File: config.mk
export PLATFORM = sky130hd
export DESIGN_NAME = command_line_tokenizer
export DESIGN_NICKNAME = d
export VERILOG_FILES = /design/src/hw/rtl/clt_pkg.sv /design/src/hw/rtl/command_line_tokenizer.sv /design/src/hw/rtl/clt_front.sv /design/src/hw/rtl/clt_queue.sv /design/src/hw/rtl/clt_back.sv
export SDC_FILE = /design/constraint.sdc
export NUM_CORES = 1
export LEC_CHECK = 0
export CORE_ASPECT_RATIO = 1.4
export CORE_MARGIN = 4
export CORE_UTILIZATION = 50
export DETAILED_ROUTE_END_ITERATION = 6
export DONT_BUFFER_PORTS = 1
export GPL_TIMING_DRIVEN = 0
export HOLD_SLACK_MARGIN = 0.06
export SYNTH_ARGS = -nofsm -noshare
export SYNTH_HDL_FRONTEND = slang
export SYNTH_SLANG_ARGS = --single-unit
File: constraint.sdc
create_clock -name clock -period 6.6 [get_ports clock]
set_clock_uncertainty 0.05 [all_clocks]
set_input_delay 0.33 -clock clock [delete_from_list [all_inputs] [get_ports clock]]
set_output_delay 0.33 -clock clock [all_outputs]
set_load 0.01 [all_outputs]
File: src/hw/rtl/clt_pkg.sv
// ----------------------------------------------------------------------------
// clt_pkg
// Shared types, constants and helpers for the command line tokenizer.
// ----------------------------------------------------------------------------
package clt_pkg;

   localparam int unsigned MAX_NESTING_DEFAULT = 16;
   localparam longint unsigned MAX_INPUT_LENGTH_DEFAULT = 65535;

   localparam int unsigned QUEUE_DEPTH = 4;

   localparam logic [7:0] CH_BACKSLASH = 8'h5C;
   localparam logic [7:0] CH_QUOTE     = 8'h22;
   localparam logic [7:0] CH_LBRACE    = 8'h7B;
   localparam logic [7:0] CH_RBRACE    = 8'h7D;
   localparam logic [7:0] CH_SEMI      = 8'h3B;
   localparam logic [7:0] CH_SPACE     = 8'h20;
   localparam logic [7:0] CH_TAB       = 8'h09;
   localparam logic [7:0] CH_CR        = 8'h0D;

   localparam logic [2:0] ERR_NONE   = 3'd0;
   localparam logic [2:0] ERR_STRAY  = 3'd1;
   localparam logic [2:0] ERR_ESCAPE = 3'd2;
   localparam logic [2:0] ERR_QUOTE  = 3'd3;
   localparam logic [2:0] ERR_BRACE  = 3'd4;
   localparam logic [2:0] ERR_DEEP   = 3'd5;
   localparam logic [2:0] ERR_LONG   = 3'd6;

   typedef struct packed {
      logic       mode;
      logic [7:0] char_code;
   } req_type;

   typedef struct packed {
      logic [7:0]  char_out;
      logic [15:0] position;
      logic        keep_in_value;
      logic        keep_in_canonical;
      logic        separator_before;
      logic        token_done;
      logic [15:0] token_begin;
      logic [15:0] token_canon_begin;
      logic        segment_done;
      logic [15:0] segment_begin;
      logic [2:0]  error_code;
      logic [15:0] error_offset;
   } rsp_type;

   typedef struct packed {
      logic       mode;
      logic [7:0] char_code;
      logic       is_ws;
      logic       is_quote;
      logic       is_bslash;
      logic       is_lbrace;
      logic       is_rbrace;
      logic       is_semi;
   } item_type;

   function automatic logic [15:0] sat_inc(input logic [15:0] v);
      sat_inc = (v == 16'hFFFF) ? v : v + 16'd1;
   endfunction

endpackage

File: src/hw/rtl/command_line_tokenizer.sv
// Each transaction is stored in the queue, then the lexer registers its result.
// Throughput: one transaction per cycle unless a full output stalls the lexer.
// A four-entry queue decouples input decode from the lexer; a full output stalls the lexer.
// Reset: synchronous, active high; clears all lexer state, the queue and the output valid.
// The brace offset stack is not cleared; it is written before it is read.
// ----------------------------------------------------------------------------
// command_line_tokenizer
// Streaming shell style command lexer with token and segment boundary reports.
// ----------------------------------------------------------------------------
module command_line_tokenizer import clt_pkg::*; #(
   parameter int unsigned     MAX_NESTING      = MAX_NESTING_DEFAULT,
   parameter longint unsigned MAX_INPUT_LENGTH = MAX_INPUT_LENGTH_DEFAULT
) (
   input  logic    clock,
   input  logic    reset,
   input  logic    req_valid,
   output logic    req_ready,
   input  req_type req_data,
   output logic    rsp_valid,
   input  logic    rsp_ready,
   output rsp_type rsp_data
);

   item_type front_item;
   item_type queue_item;
   logic     queue_valid;
   logic     queue_ready;

   clt_front u_front (
      .req_data (req_data),
      .item     (front_item)
   );

   clt_queue u_queue (
      .clock      (clock),
      .reset      (reset),
      .push_valid (req_valid),
      .push_ready (req_ready),
      .push_data  (front_item),
      .pop_valid  (queue_valid),
      .pop_ready  (queue_ready),
      .pop_data   (queue_item)
   );

   clt_back #(
      .MAX_NESTING      (MAX_NESTING),
      .MAX_INPUT_LENGTH (MAX_INPUT_LENGTH)
   ) u_back (
      .clock      (clock),
      .reset      (reset),
      .item_valid (queue_valid),
      .item_ready (queue_ready),
      .item       (queue_item),
      .rsp_valid  (rsp_valid),
      .rsp_ready  (rsp_ready),
      .rsp_data   (rsp_data)
   );

endmodule

File: src/hw/rtl/clt_front.sv
// ----------------------------------------------------------------------------
// clt_front
// Decodes each incoming transaction into character class flags.
// ----------------------------------------------------------------------------
module clt_front import clt_pkg::*; (
   input  req_type  req_data,
   output item_type item
);

   always_comb begin
      item.mode      = req_data.mode;
      item.char_code = req_data.char_code;
      item.is_ws     = (req_data.char_code == CH_SPACE) ||
                       ((req_data.char_code >= CH_TAB) && (req_data.char_code <= CH_CR));
      item.is_quote  = (req_data.char_code == CH_QUOTE);
      item.is_bslash = (req_data.char_code == CH_BACKSLASH);
      item.is_lbrace = (req_data.char_code == CH_LBRACE);
      item.is_rbrace = (req_data.char_code == CH_RBRACE);
      item.is_semi   = (req_data.char_code == CH_SEMI);
   end

endmodule

File: src/hw/rtl/clt_queue.sv
// ----------------------------------------------------------------------------
// clt_queue
// Short first-in first-out queue of decoded items between front and back.
// ----------------------------------------------------------------------------
module clt_queue import clt_pkg::*; (
   input  logic     clock,
   input  logic     reset,
   input  logic     push_valid,
   output logic     push_ready,
   input  item_type push_data,
   output logic     pop_valid,
   input  logic     pop_ready,
   output item_type pop_data
);

   localparam int unsigned PtrWidth = $clog2(QUEUE_DEPTH);
   localparam int unsigned CntWidth = $clog2(QUEUE_DEPTH + 1);

   item_type              entry_ff [QUEUE_DEPTH];
   logic [PtrWidth-1:0]   wr_ptr_ff, wr_ptr_in;
   logic [PtrWidth-1:0]   rd_ptr_ff, rd_ptr_in;
   logic [CntWidth-1:0]   count_ff, count_in;
   logic                  do_push, do_pop;

   assign push_ready = (count_ff != CntWidth'(QUEUE_DEPTH));
   assign pop_valid  = (count_ff != '0);
   assign pop_data   = entry_ff[rd_ptr_ff];
   assign do_push    = push_valid && push_ready;
   assign do_pop     = pop_valid && pop_ready;

   always_comb begin
      wr_ptr_in = do_push ? wr_ptr_ff + PtrWidth'(1) : wr_ptr_ff;
      rd_ptr_in = do_pop  ? rd_ptr_ff + PtrWidth'(1) : rd_ptr_ff;
      count_in  = count_ff;
      if (do_push && !do_pop) begin
         count_in = count_ff + CntWidth'(1);
      end else if (do_pop && !do_push) begin
         count_in = count_ff - CntWidth'(1);
      end
   end

   always_ff @(posedge clock) begin
      if (reset) begin
         wr_ptr_ff <= '0;
         rd_ptr_ff <= '0;
         count_ff  <= '0;
      end else begin
         wr_ptr_ff <= wr_ptr_in;
         rd_ptr_ff <= rd_ptr_in;
         count_ff  <= count_in;
      end
   end

   always_ff @(posedge clock) begin
      if (do_push) begin
         entry_ff[wr_ptr_ff] <= push_data;
      end
   end

endmodule

File: src/hw/rtl/clt_back.sv
// ----------------------------------------------------------------------------
// clt_back
// Lexer state machine: applies one decoded item per cycle, unless the
// held output stalls it, and registers the result transaction.
// ----------------------------------------------------------------------------
module clt_back import clt_pkg::*; #(
   parameter int unsigned      MAX_NESTING      = MAX_NESTING_DEFAULT,
   parameter longint unsigned  MAX_INPUT_LENGTH = MAX_INPUT_LENGTH_DEFAULT
) (
   input  logic     clock,
   input  logic     reset,
   input  logic     item_valid,
   output logic     item_ready,
   input  item_type item,
   output logic     rsp_valid,
   input  logic     rsp_ready,
   output rsp_type  rsp_data
);

   localparam int unsigned DepthWidth = $clog2(MAX_NESTING + 1);
   localparam int unsigned IdxWidth   = (MAX_NESTING > 1) ? $clog2(MAX_NESTING) : 1;
   localparam logic [DepthWidth-1:0] MaxDepth = DepthWidth'(MAX_NESTING);
   localparam logic [15:0] LenLimit =
      (MAX_INPUT_LENGTH < 64'd65535) ? 16'(MAX_INPUT_LENGTH) : 16'hFFFF;

   logic                  esc_ff, esc_in;
   logic                  inq_ff, inq_in;
   logic [DepthWidth-1:0] depth_ff, depth_in;
   logic [15:0]           quote_start_ff, quote_start_in;
   logic                  tok_open_ff, tok_open_in;
   logic                  sep_pend_ff, sep_pend_in;
   logic                  seg_has_ff, seg_has_in;
   logic [15:0]           pos_ff, pos_in;
   logic [15:0]           canon_ff, canon_in;
   logic [15:0]           tok_start_ff, tok_start_in;
   logic [15:0]           tok_canon_ff, tok_canon_in;
   logic [15:0]           seg_start_ff, seg_start_in;
   logic [2:0]            err_ff, err_in;
   logic [15:0]           err_off_ff, err_off_in;
   logic                  rsp_valid_ff;
   rsp_type               rsp_ff, rsp_in;

   logic [15:0]           stack_mem [MAX_NESTING];
   logic [15:0]           top_ff;
   logic                  push;
   logic [DepthWidth-1:0] depth_m1;
   logic                  fire;

   assign item_ready = !rsp_valid_ff || rsp_ready;
   assign fire       = item_valid && item_ready;
   assign rsp_valid  = rsp_valid_ff;
   assign rsp_data   = rsp_ff;
   assign depth_m1   = depth_in - DepthWidth'(1);

   always_comb begin
      logic        do_open;
      logic        kv;
      logic        kc;
      logic        sep;
      logic        close_seg;
      logic        ws_case;
      logic        top_level;
      logic        seg_after;
      logic [15:0] canon_v;

      do_open   = 1'b0;
      kv        = 1'b0;
      kc        = 1'b0;
      sep       = 1'b0;
      close_seg = 1'b0;
      ws_case   = 1'b0;
      top_level = !inq_ff && (depth_ff == '0);
      seg_after = seg_has_ff || tok_open_ff;
      canon_v   = canon_ff;
      push      = 1'b0;

      esc_in         = esc_ff;
      inq_in         = inq_ff;
      depth_in       = depth_ff;
      quote_start_in = quote_start_ff;
      tok_open_in    = tok_open_ff;
      sep_pend_in    = sep_pend_ff;
      seg_has_in     = seg_has_ff;
      pos_in         = pos_ff;
      canon_in       = canon_ff;
      tok_start_in   = tok_start_ff;
      tok_canon_in   = tok_canon_ff;
      seg_start_in   = seg_start_ff;
      err_in         = err_ff;
      err_off_in     = err_off_ff;

      rsp_in          = '0;
      rsp_in.position = pos_ff;

      if (item.mode) begin
         if (err_ff == ERR_NONE) begin
            if (esc_ff) begin
               err_in     = ERR_ESCAPE;
               err_off_in = (pos_ff == '0) ? '0 : pos_ff - 16'd1;
            end else if (inq_ff) begin
               err_in     = ERR_QUOTE;
               err_off_in = quote_start_ff;
            end else if (depth_ff != '0) begin
               err_in     = ERR_BRACE;
               err_off_in = top_ff;
            end else begin
               if (tok_open_ff) begin
                  rsp_in.token_done        = 1'b1;
                  rsp_in.token_begin       = tok_start_ff;
                  rsp_in.token_canon_begin = tok_canon_ff;
               end
               if (seg_after) begin
                  rsp_in.segment_done  = 1'b1;
                  rsp_in.segment_begin = seg_start_ff;
               end
            end
         end
         rsp_in.error_code   = err_in;
         rsp_in.error_offset = err_off_in;
         esc_in         = 1'b0;
         inq_in         = 1'b0;
         depth_in       = '0;
         quote_start_in = '0;
         tok_open_in    = 1'b0;
         sep_pend_in    = 1'b0;
         seg_has_in     = 1'b0;
         pos_in         = '0;
         canon_in       = '0;
         tok_start_in   = '0;
         tok_canon_in   = '0;
         seg_start_in   = '0;
         err_in         = ERR_NONE;
         err_off_in     = '0;
      end else begin
         rsp_in.char_out = item.char_code;
         if (err_ff != ERR_NONE) begin
            pos_in = sat_inc(pos_ff);
         end else if (pos_ff >= LenLimit) begin
            err_in     = ERR_LONG;
            err_off_in = pos_ff;
         end else begin
            pos_in = pos_ff + 16'd1;
            if (esc_ff) begin
               do_open = 1'b1;
               kv      = 1'b1;
               kc      = 1'b1;
               esc_in  = 1'b0;
            end else if (inq_ff && item.is_bslash) begin
               do_open = 1'b1;
               kv      = 1'b1;
               kc      = 1'b1;
               esc_in  = 1'b1;
            end else if (item.is_quote) begin
               do_open = 1'b1;
               kc      = 1'b1;
               kv      = (depth_ff != '0);
               inq_in  = !inq_ff;
               if (!inq_ff) begin
                  quote_start_in = pos_ff;
               end
            end else if (!inq_ff && item.is_lbrace) begin
               if (depth_ff >= MaxDepth) begin
                  err_in     = ERR_DEEP;
                  err_off_in = pos_ff;
               end else begin
                  do_open  = 1'b1;
                  kv       = 1'b1;
                  kc       = 1'b1;
                  push     = 1'b1;
                  depth_in = depth_ff + DepthWidth'(1);
               end
            end else if (!inq_ff && item.is_rbrace) begin
               if (depth_ff == '0) begin
                  err_in     = ERR_STRAY;
                  err_off_in = pos_ff;
               end else begin
                  do_open  = 1'b1;
                  kv       = 1'b1;
                  kc       = 1'b1;
                  depth_in = depth_ff - DepthWidth'(1);
               end
            end else if (top_level && item.is_semi) begin
               close_seg = 1'b1;
            end else if (top_level && item.is_ws) begin
               ws_case = 1'b1;
            end else begin
               do_open = 1'b1;
               kv      = 1'b1;
               kc      = 1'b1;
            end

            if (do_open && !tok_open_ff) begin
               sep = sep_pend_ff && (canon_ff != '0);
               if (sep) begin
                  canon_v = sat_inc(canon_v);
               end
               sep_pend_in  = 1'b0;
               tok_open_in  = 1'b1;
               tok_start_in = pos_ff;
               tok_canon_in = canon_v;
               if (!seg_has_ff) begin
                  seg_start_in = pos_ff;
               end
            end

            if ((close_seg || ws_case) && tok_open_ff) begin
               rsp_in.token_done        = 1'b1;
               rsp_in.token_begin       = tok_start_ff;
               rsp_in.token_canon_begin = tok_canon_ff;
               tok_open_in              = 1'b0;
            end

            if (ws_case) begin
               seg_has_in  = seg_after;
               sep_pend_in = seg_after;
            end

            if (close_seg) begin
               if (seg_after) begin
                  rsp_in.segment_done  = 1'b1;
                  rsp_in.segment_begin = seg_start_ff;
                  canon_v              = '0;
               end
               seg_has_in  = 1'b0;
               sep_pend_in = 1'b0;
            end

            if (kc) begin
               canon_v = sat_inc(canon_v);
            end
            canon_in = canon_v;

            rsp_in.keep_in_value     = kv;
            rsp_in.keep_in_canonical = kc;
            rsp_in.separator_before  = sep;
         end
         rsp_in.error_code   = err_in;
         rsp_in.error_offset = err_off_in;
      end
   end

   always_ff @(posedge clock) begin
      if (reset) begin
         esc_ff         <= 1'b0;
         inq_ff         <= 1'b0;
         depth_ff       <= '0;
         quote_start_ff <= '0;
         tok_open_ff    <= 1'b0;
         sep_pend_ff    <= 1'b0;
         seg_has_ff     <= 1'b0;
         pos_ff         <= '0;
         canon_ff       <= '0;
         tok_start_ff   <= '0;
         tok_canon_ff   <= '0;
         seg_start_ff   <= '0;
         err_ff         <= ERR_NONE;
         err_off_ff     <= '0;
         rsp_valid_ff   <= 1'b0;
      end else begin
         if (fire) begin
            esc_ff         <= esc_in;
            inq_ff         <= inq_in;
            depth_ff       <= depth_in;
            quote_start_ff <= quote_start_in;
            tok_open_ff    <= tok_open_in;
            sep_pend_ff    <= sep_pend_in;
            seg_has_ff     <= seg_has_in;
            pos_ff         <= pos_in;
            canon_ff       <= canon_in;
            tok_start_ff   <= tok_start_in;
            tok_canon_ff   <= tok_canon_in;
            seg_start_ff   <= seg_start_in;
            err_ff         <= err_in;
            err_off_ff     <= err_off_in;
            rsp_valid_ff   <= 1'b1;
         end else if (rsp_ready) begin
            rsp_valid_ff   <= 1'b0;
         end
      end
   end

   always_ff @(posedge clock) begin
      if (fire) begin
         rsp_ff <= rsp_in;
      end
   end

   // The innermost open brace offset is kept in a register; it takes the new
   // offset on a push and is refilled from the stack on every other item taken.
   always_ff @(posedge clock) begin
      if (fire && push) begin
         stack_mem[depth_ff[IdxWidth-1:0]] <= pos_ff;
      end
      if (fire) begin
         top_ff <= push ? pos_ff : stack_mem[depth_m1[IdxWidth-1:0]];
      end
   end

endmodule
==> flow_summary_export.csv <==
group,metric,value,unit
final_layout,area_growth,13.4,%
clock_tree,path_clk_slew,0.07,ns
floorplan,fp.dieH,269,um
yosys,ys_types,93,
yosys,syn_inst,1766,
floorplan,placementRows,95,
clock_tree,clk_latency,0.63,ns
drt,detail_route.vias_per_cell,6.19,
clock_tree,cts-root-buf,"clkbuf_16",
grt,grt_usage,0.250,
grt,grt_start_max_net_pins,60,
clock_tree,cts_setup_buffers,0,
power,peakVddDrop,0.289,mV
power,p_leak,9.11,nW
yosys,syn_nets,1795,
yosys,syn-cell-area,0.0243,mm^2
yosys,avgSynthCellArea,13.7,um^2
worst_setup_path,cp-start-kind,"flip-flop",
yosys,synth_top_family_by_area,"simple AND/OR/NAND/NOR gates",
yosys,synth_most_common_cell,"edfxtp_1",
place,dp_hpwl,45.7,mm
place,postPlaceCellArea,0.0255,mm^2
yosys,yosys.area.top_type,"edfxtp_1",
final_layout,utilization,0.573,
drt,ant_nets,0,
worst_hold_path,min_path_type,"in2reg",
worst_setup_path,path_class,"reg2reg",
worst_setup_path,endpoint_kind,"flip-flop",
job,cap_violations,0,
final_layout,design_area,0.0275,mm^2
power,p_switching,4.04,mW
power,p_int,7.65,mW
yosys,ys_top_cells_by_area,"edfxtp_1 53%, dfxtp_1 11%, mux4_2 8.3%, nor2_1 2.7%, a22oi_1 1.8%",
power,sw_frac_of_total,0.346,
place,gp_congestion,0.946,
floorplan,core,0.0480,mm^2
yosys,synth-xor-area-share,0.0230,
clock_tree,cts_max_path_buffers,3,
yosys,synthSimpleGateAreaFrac,0.111,
yosys,synthMuxAreaShare,0.103,
worst_setup_path,cp.required,6.93,ns
power,power_density,425,mW/mm^2
place,io_buffers,0,
sta,finalHoldViolCount,0,
floorplan,io_pins,111,
power,seqPwrFrac,0.409,
grt,antenna_found_initial,0,
yosys,synthAdderAreaFrac,0.00856,
yosys,synth_edf_count,428,
drt,wire_per_inst,26.0,um
sta,slew_viol_final,0,
clock_tree,cts_tree,"done",
floorplan,die_w,194,um
clock_tree,numCtsBuffers,54,
worst_setup_path,crit_top_cell,"clkbuf_2",
clock_tree,cts-htree-levels,2,
sta,fin_ws,0.415,ns
drt,drtIter0Drc,1218,
grt,grt_pass1_vias,15700,
worst_setup_path,max_stage_delay,0.84,ns
yosys,synth_top_area_frac,0.529,
worst_setup_path,cp_slowest_cell,"dfxtp_1",
sta,finalSetupViolations,0,
place,pre_cts_slack,-0.238,ns
sta,rsz0062_at_grt,"false",
worst_setup_path,arrival,6.51,ns
sta,relSlewSlack,0.295,
yosys,synth-compound-area-share,0.0890,
clock_tree,cts.sinks,563,
final_layout,num-nets-final,1881,
sta,fin_crit_sh,0.937,
grt,grt_pass1_wl,99.4,mm
power,clockPowerShare,0.279,
final_layout,drive_gt1_frac,0.159,
yosys,synthArstFlopShare,0,
worst_setup_path,critical_path.cell_chain,"clkbuf_2 -> and3_1 -> and4_1 -> a2111o_1 -> nor2_1 -> mux2_2 -> buf_6 -> buf_2 -> inv_1 -> ha_1 -> clkbuf_1 -> clkbuf_2 -> mux4_2 -> mux4_1 -> mux2_4",
power,comb_power_share,0.312,
place,dp_cells,2415,
grt,grt-ovfl-total,0,
outcome,status,"complete, no violations",
drt,route.detailed.drc,0,
yosys,ys_seq_area_frac,0.641,
floorplan,start_util,0.505,
drt,via_count,15600,
drt,drt_first_pass_iters,6,
drt,routed_wl,65.7,mm
final_layout,n_antenna_cell,0,
worst_setup_path,crit_fanout,18,
sta,worst_slew_pin_slew,1.05,ns
yosys,ys_top_cells_by_count,"428 x edfxtp_1, 173 x nor2_1, 135 x dfxtp_1, 115 x nand2_1, 89 x mux4_2",
sta,timing.final.crit_period,6.18,ns
yosys,yosys_register_bits,563,
floorplan,die-area,0.0522,mm^2
sta,maxClockFrequency,0.162,GHz
yosys,yosysWarnings,0,
final_layout,fin_cells,2527,
yosys,synth_ff_type,"edfxtp_1",
[through the flow]
step	power (mW)	TNS [ns]	hold WS, ns
after CTS	11.8	0	0.0609
after detailed placement	8.49	-1.58	0.379
final	11.7	0	0.0963
after global placement	8.49	-58.33	0.379
after global routing	12.2	0	0.0784
after floorplan	7.30	0	0.379
[placed cells by master (no fill, tap or decap), types with 27 or more instances in the layout]
master / count
xnor2_1: 27
mux4_2: 89
nand2_1: 115
clkbuf_1: 84
xor2_1: 30
clkbuf_16: 54
edfxtp_1: 428
nor2_1: 161
dfxtp_1: 135
and3_1: 50
a21oi_1: 84
and2_1: 31
a22oi_1: 59
nor3_1: 33
o21ai_0: 47
nand3_1: 38
[sequential cells by signal, summed over array words and instances, names as in the netlist, 2 cells and up, named ones only]
register / flops
u_back.canon_ff: 16
u_back.depth_ff: 5
u_back.err_ff: 3
u_back.err_off_ff: 16
u_back.pos_ff: 16
u_back.quote_start_ff: 16
u_back.rsp_data: 96
u_back.seg_start_ff: 16
u_back.stack_mem: 256
u_back.tok_canon_ff: 16
u_back.tok_start_ff: 16
u_back.top_ff: 16
u_queue.count_ff: 3
u_queue.entry_ff: 60
u_queue.rd_ptr_ff: 2
u_queue.wr_ptr_ff: 2
[routing by layer]
layer / track usage / up-vias / routed length (um)
met1: 0.304 / 7880 / 24900
met5: 0 / - / 0
met4: 0.0998 / 0 / 2810
li1: - / 6973 / -
met3: 0.0376 / 154 / 3730
met2: 0.450 / 629 / 34200
[logic make-up after synthesis]
| kind of cell | count (synthesis) |
|---|---|
| compound gates | 318 |
| xor+xnor | 60 |
| fa+ha+maj | 16 |
| buf+inv | 142 |
| flops | 563 |
| mux | 126 |
| simple gates | 541 |
[power by group through the flow]
stage	Combinational [mW]	Sequential (mW)	Clock (mW)
floorplan	2.48	4.82	0
global placement	3.55	4.94	0
detailed placement	3.63	4.87	0
CTS	3.66	4.79	3.33
global route	3.93	4.82	3.48
finish	3.65	4.78	3.27
[worst max-delay path: cells and delay by family (launching register included)]
family                   cells  cell delay [ns]
multiplexers                 4             1.59
AND/OR/NAND/NOR              3             0.65
adder cells (fa/ha/maj)      1             0.29
flip-flops                   1             0.84
buffers and inverters        6             2.15
AO/OA/AOI/OAI                1             0.32
[path summary, 6_finish.rpt]
kind	end	from	slack [ns]	cells after the start
worst max register to register	u_back.top_ff[12]$_DFFE_PP_	u_back.pos_ff[4]$_SDFFE_PP0P_	0.42	15
worst min-delay path	u_queue.entry_ff[2][5]$_DFFE_PP_	req_data[2]	0.1	2
worst max-delay path	u_back.top_ff[12]$_DFFE_PP_	u_back.pos_ff[4]$_SDFFE_PP0P_	0.42	15
worst min register to register	u_back.quote_start_ff[1]$_SDFFE_PP0P_	u_back.quote_start_ff[1]$_SDFFE_PP0P_	0.43	2
[timing repair]
action,in CTS,in global routing
setup endpoints to repair,16,16
pin swaps,0,0
hold endpoints to repair,67,0
hold buffers,11,0
gates resized for setup,2,8
[final cells by class]
type / instances / area (um^2)
fill: 3906 / 20500
timing repair buffer: 30 / 489
clock buffer: 64 / 1440
inverter: 20 / 75.1
clock inverter: 37 / 470
sequential: 563 / 15600
tap: 630 / 788
multi-input combinational: 1061 / 8190
buffer: 122 / 527
Note: power is estimated with default switching activity, not from simulation.
